[config.mk]
export PLATFORM = sky130hd
export DESIGN_NAME = asc_cell
export DESIGN_NICKNAME = d
export VERILOG_FILES = /design/src/rtl/core/asc_pkg.sv /design/src/rtl/core/asc_cell.sv
export SDC_FILE = /design/constraint.sdc
export NUM_CORES = 1
export LEC_CHECK = 0
export ABC_AREA = 1
export BUFFER_PORTS_ARGS = -buffer_cell sky130_fd_sc_hd__buf_2
export CORE_ASPECT_RATIO = 0.8
export CORE_MARGIN = 2
export CORE_UTILIZATION = 49
export CTS_CLUSTER_DIAMETER = 100
export CTS_CLUSTER_SIZE = 16
export DETAILED_ROUTE_END_ITERATION = 8
export GPL_TIMING_DRIVEN = 0
export HOLD_SLACK_MARGIN = 0.1
export PLACE_DENSITY = 0.83
export REMOVE_ABC_BUFFERS = 1
export SKIP_CTS_REPAIR_TIMING = 1
export SLEW_MARGIN = 20
export SYNTH_ARGS = -nofsm -noshare
export SYNTH_HDL_FRONTEND = slang
export SYNTH_SLANG_ARGS = --single-unit
export TNS_END_PERCENT = 50
[constraint.sdc]
create_clock -name clk -period 2.7 [get_ports clk]
set_input_delay 0.54 -clock clk [delete_from_list [all_inputs] [get_ports clk]]
set_output_delay 0.54 -clock clk [all_outputs]
set_load 0.02 [all_outputs]
[src/rtl/core/asc_pkg.sv]
// shared constants, types and helpers for the approximate signature scanner
package asc_pkg;

  localparam int SIG_COUNT = 6;
  localparam int SIG_LEN   = 64;
  localparam int MAX_FILE  = 5242879;
  localparam int TAIL      = 20;

  localparam int SIG_W = 3;
  localparam int POS_W = 6;
  localparam int LEN_W = 7;
  localparam int ALW_W = 6;
  localparam int CNT_W = 7;
  localparam int OFF_W = 23;

  typedef enum logic [1:0] {
    OP_LOAD_BYTE = 2'd0,
    OP_LOAD_LEN  = 2'd1,
    OP_SCAN      = 2'd2,
    OP_NONE      = 2'd3
  } op_t;

  typedef enum logic [1:0] {
    V_NONE     = 2'd0,
    V_MATCH    = 2'd1,
    V_OVERSIZE = 2'd2,
    V_RSVD     = 2'd3
  } verdict_t;

  typedef logic [SIG_COUNT-1:0][CNT_W-1:0] cnt_vec_t;
  typedef logic [SIG_COUNT-1:0][LEN_W-1:0] len_vec_t;

  typedef struct packed {
    logic             shift;
    logic             count;
    logic             wr_en;
    logic [SIG_W-1:0] wr_sig;
    logic [POS_W-1:0] wr_pos;
    logic [7:0]       wr_byte;
    logic [7:0]       feed;
  } cell_ctl_t;

  function automatic logic sig_hit(input logic [CNT_W-1:0] hits,
                                   input logic [ALW_W-1:0] allow,
                                   input logic [LEN_W-1:0] len);
    logic [LEN_W:0] sum;
    sum = {1'b0, hits} + {2'b00, allow};
    return (len != '0) && (sum >= {1'b0, len});
  endfunction

endpackage

[src/rtl/core/asc_cell.sv]
// one cell: signature bytes at one position, one window byte, running hit counts
module asc_cell import asc_pkg::*; (
  input  logic             clk,
  input  cell_ctl_t        ctl,
  input  logic [POS_W-1:0] position,
  input  len_vec_t         lens,
  input  logic [7:0]       win_in,
  input  cnt_vec_t         cnt_in,
  output logic [7:0]       win_out,
  output cnt_vec_t         cnt_out,
  output cnt_vec_t         cnt_nx
);

  logic [SIG_COUNT-1:0][7:0] sig;
  logic [7:0]                win;
  cnt_vec_t                  cnt;

  always_comb begin
    for (int s = 0; s < SIG_COUNT; s++) begin
      cnt_nx[s] = cnt_in[s] + CNT_W'(ctl.count && (ctl.feed == sig[s])
                                     && ({1'b0, position} < lens[s]));
    end
  end

  always_ff @(posedge clk) begin
    if (ctl.wr_en && ctl.wr_pos == position) begin
      sig[ctl.wr_sig] <= ctl.wr_byte;
    end
    if (ctl.shift) begin
      win <= win_in;
      cnt <= cnt_nx;
    end
  end

  assign win_out = win;
  assign cnt_out = cnt;

endmodule

==> results of run 1 <==
final cells by class:
type,count,share of cell area
Tap cell,144,0.0230
Clock inverter,7,0.00781
Timing Repair Buffer,235,0.175
Clock buffer,9,0.0287
Multi-Input combinational cell,357,0.336
Inverter,114,0.0551
Sequential cell,98,0.375
stage by stage:
step                instances  setup TNS, ns  utilization  instance area (um^2)  power, uW
global placement          931          -6.31        0.617                  6700       2320
global route              964          -9.68        0.724                  7850       3810
floorplan                 569         -0.121            -                  5420       2070
finish                    964          -5.76        0.724                  7850       3680
CTS                       947          -8.04        0.644                  6980       3560
detailed placement        931          -7.89        0.617                  6700       2340
flip-flops by register name, summed over array words and instances, names as in the netlist:
register / flops
cnt_out: 42
win_out: 8
sig: 48
synthesized netlist by cell type, drive strengths merged:
master and number:
ha 42, o21ai 5, nand4 3, edfxtp 98
nor3 7, a21oi 18, xnor2 13, or2 1
nor2 48, xor2 35, nand2 170, buf 6
inv 114, nand3 15
where the power goes:
| part | switching, uW | total, uW | internal (uW) | leakage, uW |
|---|---|---|---|---|
| clock | 598 | 1240 | 643 | 0.000141 |
| sequential | 17.6 | 1750 | 1730 | 0.000921 |
| combinational | 424 | 696 | 272 | 0.00272 |
worst reg2reg max path, cell delays in order (launching register included):
cell and delay, ns:
edfxtp_1 0.40, nand2_1 0.08, nand2_1 0.06, nor2_2 0.11, nand2_1 0.07, nor2_1 0.11, nand2_1 0.10, nor2_2 0.17
ha_2 0.25, ha_4 0.17, nand3_4 0.09, nor2_4 0.11, nand2_2 0.07, xnor2_2 0.15, buf_4 0.14
cell families after synthesis:
family / Yosys count / synth area share
AOI/OAI and AO/OA: 23 / 0.0211
xor gates and xnor gates: 48 / 0.0770
adders and majority gates: 42 / 0.0963
buffers and inverters: 120 / 0.0848
DFF: 98 / 0.539
and+or+nand+nor: 244 / 0.182
routing by layer:
metal,share of wire,GRT usage,wire [um]
met5,0,0,0
met4,0.050,0.0690,874
met3,0.082,0.0596,1450
met2,0.52,0.430,9090
met1,0.35,0.271,6160
cell usage in the layout (no fill, tap or decap), types with 6 or more instances in the layout:
cell type	n
ha_4	17
xnor2_1	10
edfxtp_1	98
xor2_1	21
nand2_1	164
nor2_1	27
inv_1	102
a21oi_2	9
a21oi_1	9
ha_2	6
buf_6	9
inv_2	10
ha_1	19
nor3_2	6
clkbuf_16	9
buf_4	43
nand2_2	6
nor2_2	17
buf_2	179
xor2_2	12
worst max path at each step:
stage,depth (start not counted),slack (ns),endpoint,start
2_1_floorplan,13,-0.04,cnt_nx[13],lens[9]
3_3_place_gp,15,-0.51,cnt_nx[6],position[5]
3_5_place_dp,15,-0.54,cnt_nx[6],position[5]
4_1_cts,15,-0.54,cnt_nx[6],position[5]
5_1_grt,14,-0.56,cnt_nx[5],position[1]
6_report,14,-0.45,cnt_nx[5],position[1]
==> results by group, run 1 <==
Outcome
  • Status: finished, violations left
  • Failing checks: negative setup slack

Die
  • Die width: 122 um
  • DIE AREA: 0.0120 mm^2
  • Core Region: 0.0108 mm^2
  • Site row count: 34
  • IO Pins: 219
  • Die H: 98.4 um
  • Starting Density: 0.503

Finish
  • Share of post-route cells with drive strength above 1: 0.433
  • Antenna Cells: 0
  • Post-layout net count: 984
  • FILL cells: 712
  • Area growth from synthesis to layout: 43.8%
  • Register Area: 0.00294 mm^2
  • Multi-input gate area: 0.00264 mm^2

Route
  • Total Wirelength: 17600 um
  • DRC Markers: 0
  • TritonRoute pass-1 iters: 7
  • Post-DRT Antenna Nets: 0
  • Initial drt markers: 377
  • WL per Instance: 18.2 um
  • Via/cell ratio: 5.12
  • Vias after detailed routing: 4934

CTS
  • Clk sink count: 98
  • CTS Buf Count: 9
  • Clock transition at the registers of the reported paths: 0.08 ns
  • Clock Latency Late Sink: 0.35 ns
  • H-Tree Depth: 3
  • Longest Clk Path Bufs: 2
  • Clk root buf: clkbuf_16
  • CTS tree: done

Critical path
  • CP Launch Type: input port
  • Reg-to-Reg Start: sig[21]$_DFFE_PP_
  • Worst-path fanout max: 7
  • Crit path top cell by count: nand2_1
  • Reg2reg end: cnt_out[20]$_DFFE_PP_
  • R2R depth: 14
  • Crit. End Element: primary output
  • Worst path slowest cell: ha_1
  • Critical Path Max Stage Delay: 0.31 ns
  • Buffers & Inverters on Critical Path: 3
  • Classification of the worst setup path: input port to primary output
  • CP arrival: 2.61 ns
  • Worst reg2reg setup slack: 0.40 ns
  • Critical path, cell by cell: buf_6 -> ha_1 -> nand2_1 -> inv_1 -> nand2_1 -> nand2_1 -> nand2_1 -> a21oi_2 -> nor2_2 -> ha_2 -> nand3_2 -> nor3_2 -> xor2_1 -> buf_4
  • CP required: 2.16 ns
  • Crit-path leading delay family: simple AND/OR/NAND/NOR gates

Timing
  • Final Cycle Share: 1.17
  • Worst-Margin Slew: 0.873 ns
  • Clock skew: 0.0102 ns
  • FMAX: 318 MHz
  • Slew Limit Headroom: 0.416
  • Post-route setup slack: -0.449 ns
  • Hold Slack: 0.366 ns
  • Final Hold Fails: 0
  • Pins Over Slew Limit: 0
  • Unrepaired setup endpoints after global routing: true
  • Setup violations, final: 28
  • Min Tclk post-route: 3.15 ns

Global routing
  • Vias in the first global route: 4362
  • Total track usage: 0.235
  • Antenna violations before repair: 0
  • First-pass GRT wire length: 21300 um
  • Gr ovfl total: 0
  • Largest net degree at the start of global routing: 51

Placement
  • Dpl ws: -0.542 ns
  • GP Congestion: 0.837
  • # port buffers: 218
  • Hpwl dp: 11200 um

Yosys
  • Flop and latch count out of synthesis: 98
  • Syn Area/Cell: 9.49 um^2
  • Warnings, synthesis: 0
  • Post-synth cell types: 20
  • Seq/Total Area, Yosys: 0.539
  • Mapped Area: 0.00546 mm^2
  • Synth area leaders: edfxtp_1 54%, nand2_1 12%, ha_1 9.6%
  • Syn Inst Count: 575
  • Synth top area share: 0.539
  • Yosys top cell by area: edfxtp_1

Flow run
  • Max Cap Violations: 0

Power
  • Pwr Density: 469 mW/mm^2
  • P_leak: 0.00378 uW
  • Peak supply drop: 380 uV

Worst hold path
  • Worst Hold Class: input port to register
  • Start point of the worst min-delay path: win_in[2]
  • Hold endpoint: win_out[2]$_DFFE_PP_
  • Hold depth: 1
(Power assumes the default switching activity.)
==> run 2: changes to the inputs <==
BUFFER_PORTS_ARGS = default   (was -buffer_cell sky130_fd_sc_hd__buf_2)
CORE_UTILIZATION = 54   (was 49)
DONT_BUFFER_PORTS = 1   (was default)
PLACE_DENSITY = 0.71   (was 0.83)
==> run 2 against run 1 <==
Effect of this change: the run still ends with negative setup slack left; flip-flop and latch count stayed put; critical path depth stayed put; clock skew is 0.00072 ns lower; clock power hardly changed; combinational power is 53% lower; via count is 22% lower; critical endpoint is now cnt_nx[13]; critical path type is now register to primary output; sequential power is 4% higher; first-iteration DRC count is 28% lower; sequential share of layout area is 7.1 points higher.
==> results by group, run 2 (synthesis results as in run 1) <==
CTS
  • Longest Clk Path Bufs: 2 (unchanged)
  • Clock Latency Late Sink: 0.35 ns (about the same)
  • Clock transition at the registers of the reported paths: 0.07 ns (about the same)
  • CTS Buf Count: 9 (unchanged)
  • CTS tree: done
  • Clk root buf: clkbuf_16
  • H-Tree Depth: 3 (unchanged)
  • Clk sink count: 98 (unchanged)

Die
  • Starting Density: 0.561 (+0.0579)
  • DIE AREA: 0.0109 mm^2 (-8.9%)
  • Die width: 116 um (-4.6%)
  • Die H: 93.9 um (-4.5%)
  • Site row count: 32 (-5.9%)
  • Core Region: 0.00973 mm^2 (-10%)
  • IO Pins: 219 (unchanged)

Timing
  • Setup violations, final: 19 (-32%)
  • Unrepaired setup endpoints after global routing: true
  • Final Cycle Share: 1.09 (-0.0745)
  • Pins Over Slew Limit: 0 (unchanged)
  • Final Hold Fails: 0 (unchanged)
  • Post-route setup slack: -0.248 ns (+0.201 ns)
  • Min Tclk post-route: 2.95 ns (-0.201 ns)
  • Worst-Margin Slew: 0.975 ns (+0.102 ns)
  • Slew Limit Headroom: 0.348 (-0.0682)
  • FMAX: 339 MHz (+6.8%)
  • Clock skew: 0.00946 ns (-0.000722 ns)

Power
  • P_int: 2510 uW (-5.2%)
  • Clock network power share: 0.371 (+0.034)
  • Peak supply drop: 385 uV (+1.2%)
  • Comb pwr share: 0.096 (-0.093)
  • Sw Share: 0.263 (-0.0189)
  • Pwr Density: 516 mW/mm^2 (+10%)
  • Share of power burned in registers: 0.533 (+0.059)
  • PnR Total Power: 3400 uW (-7.6%)
  • P_leak: 0.00286 uW (-24%)
  • Net Sw Power: 896 uW (-14%)

Finish
  • Antenna Cells: 0 (unchanged)
  • Largest Register: sig
  • FILL cells: 716 (+0.56%)
  • Post-layout net count: 750 (-24%)
  • Max reg flops: 48 (unchanged)
  • Area growth from synthesis to layout: 20.8%
  • Commonest non-fill, non-tap cell in the layout: nand2_1
  • Most frequent cells in the layout: 164 x nand2_1, 103 x inv_1, 98 x edfxtp_1
  • Share of post-route cells with drive strength above 1: 0.203 (-0.230)
  • Final Non-Filler Cells: 722 (-25%)

Route
  • Total Wirelength: 14300 um (-19%)
  • Post-DRT Antenna Nets: 0 (unchanged)
  • DRC Markers: 0 (unchanged)
  • Initial drt markers: 273 (-28%)
  • WL per Instance: 19.8 um (+8.7%)
  • Vias after detailed routing: 3827 (-22%)
  • TritonRoute pass-1 iters: 4 (-3)
  • Via/cell ratio: 5.30 (+3.6%)

Global routing
  • Largest net degree at the start of global routing: 51 (unchanged)
  • Vias in the first global route: 3566 (-18%)
  • First-pass GRT wire length: 18000 um (-15%)
  • Antenna violations before repair: 0 (unchanged)
  • Gr ovfl total: 0 (unchanged)
  • Total track usage: 0.227 (-0.00855)

Critical path
  • Crit path launch: sig[12]$_DFFE_PP_
  • CP required: 2.16 ns (about the same)
  • CP arrival: 2.41 ns (-0.20 ns)
  • Crit. End Element: primary output
  • Worst-path fanout max: 2 (-5)
  • Classification of the worst setup path: register to primary output
  • CP Launch Type: register
  • Reg-to-Reg Start: sig[12]$_DFFE_PP_

Worst hold path
  • Worst Hold Class: input port to register
  • Start point of the worst min-delay path: win_in[5]

Placement
  • # port buffers: 0 (-100%)
  • Dpl ws: -0.421 ns (+0.121 ns)
  • GP Congestion: 0.890 (+6.3%)
  • Placed cells: 705 (-24%)
  • Hpwl dp: 10100 um (-10%)

Flow run
  • Max Cap Violations: 0 (unchanged)

Outcome
  • Status: finished, violations left
  • Failing checks: negative setup slack
[run 2: final timing paths]
| check | to | slack [ns] | depth (start not counted) |
|---|---|---|---|
| max reg2reg | cnt_out[13]$_DFFE_PP_ | 0.46 | 14 |
| max | cnt_nx[13] | -0.25 | 14 |
| min reg2reg | cnt_out[35]$_DFFE_PP_ | 1.09 | 6 |
| min | win_out[5]$_DFFE_PP_ | 0.28 | 0 |
[run 2: worst max-delay path, stage by stage, from the launching register on]
cell and delay [ns]:
edfxtp_1 0.38, inv_1 0.06, nand2_1 0.07, nand2_1 0.07, nor2_2 0.12, nand2_1 0.07, nor2_2 0.08, nand2_1 0.08
nor2_2 0.10, ha_2 0.23, ha_4 0.16, nand3_4 0.11, nor2_4 0.17, nand2_4 0.09, xnor2_4 0.26
[run 2: per-stage QoR]
step,hold slack (ns),utilization,area [um^2],TNS [ns]
after global routing,0.266,0.678,6590,-5.72
final,0.278,0.678,6590,-2.69
after floorplan,0.639,-,5420,-0.121
after CTS,0.268,0.606,5890,-6.07
after detailed placement,0.639,0.575,5590,-5.12
after global placement,0.639,0.575,5590,-3.91
[run 2: final cells by class]
cell class / instances / area [um^2] / area share
clock buffer: 9 / 225 / 0.0342
clock inverter: 7 / 72.6 / 0.0110
inverter: 114 / 428 / 0.0649
multi-input combinational: 357 / 2740 / 0.416
sequential: 98 / 2940 / 0.446
tap: 136 / 170 / 0.0258
timing repair buffer: 1 / 11.3 / 0.00171
[run 2: power groups by stage]
stage | Combinational [uW] | Sequential (uW) | Clock [uW]
6_report | 326 | 1820 | 1260
5_1_grt | 365 | 1820 | 1330
4_1_cts | 281 | 1810 | 1280
3_5_place_dp | 280 | 1850 | 0
3_3_place_gp | 267 | 1850 | 0
2_1_floorplan | 230 | 1840 | 0
[run 2: layer usage]
metal,track usage,up-vias,part of all wire
li1,-,1809,-
met1,0.250,1812,0.35
met2,0.408,174,0.53
met3,0.0723,32,0.086
met4,0.0833,0,0.032
met5,0,-,0
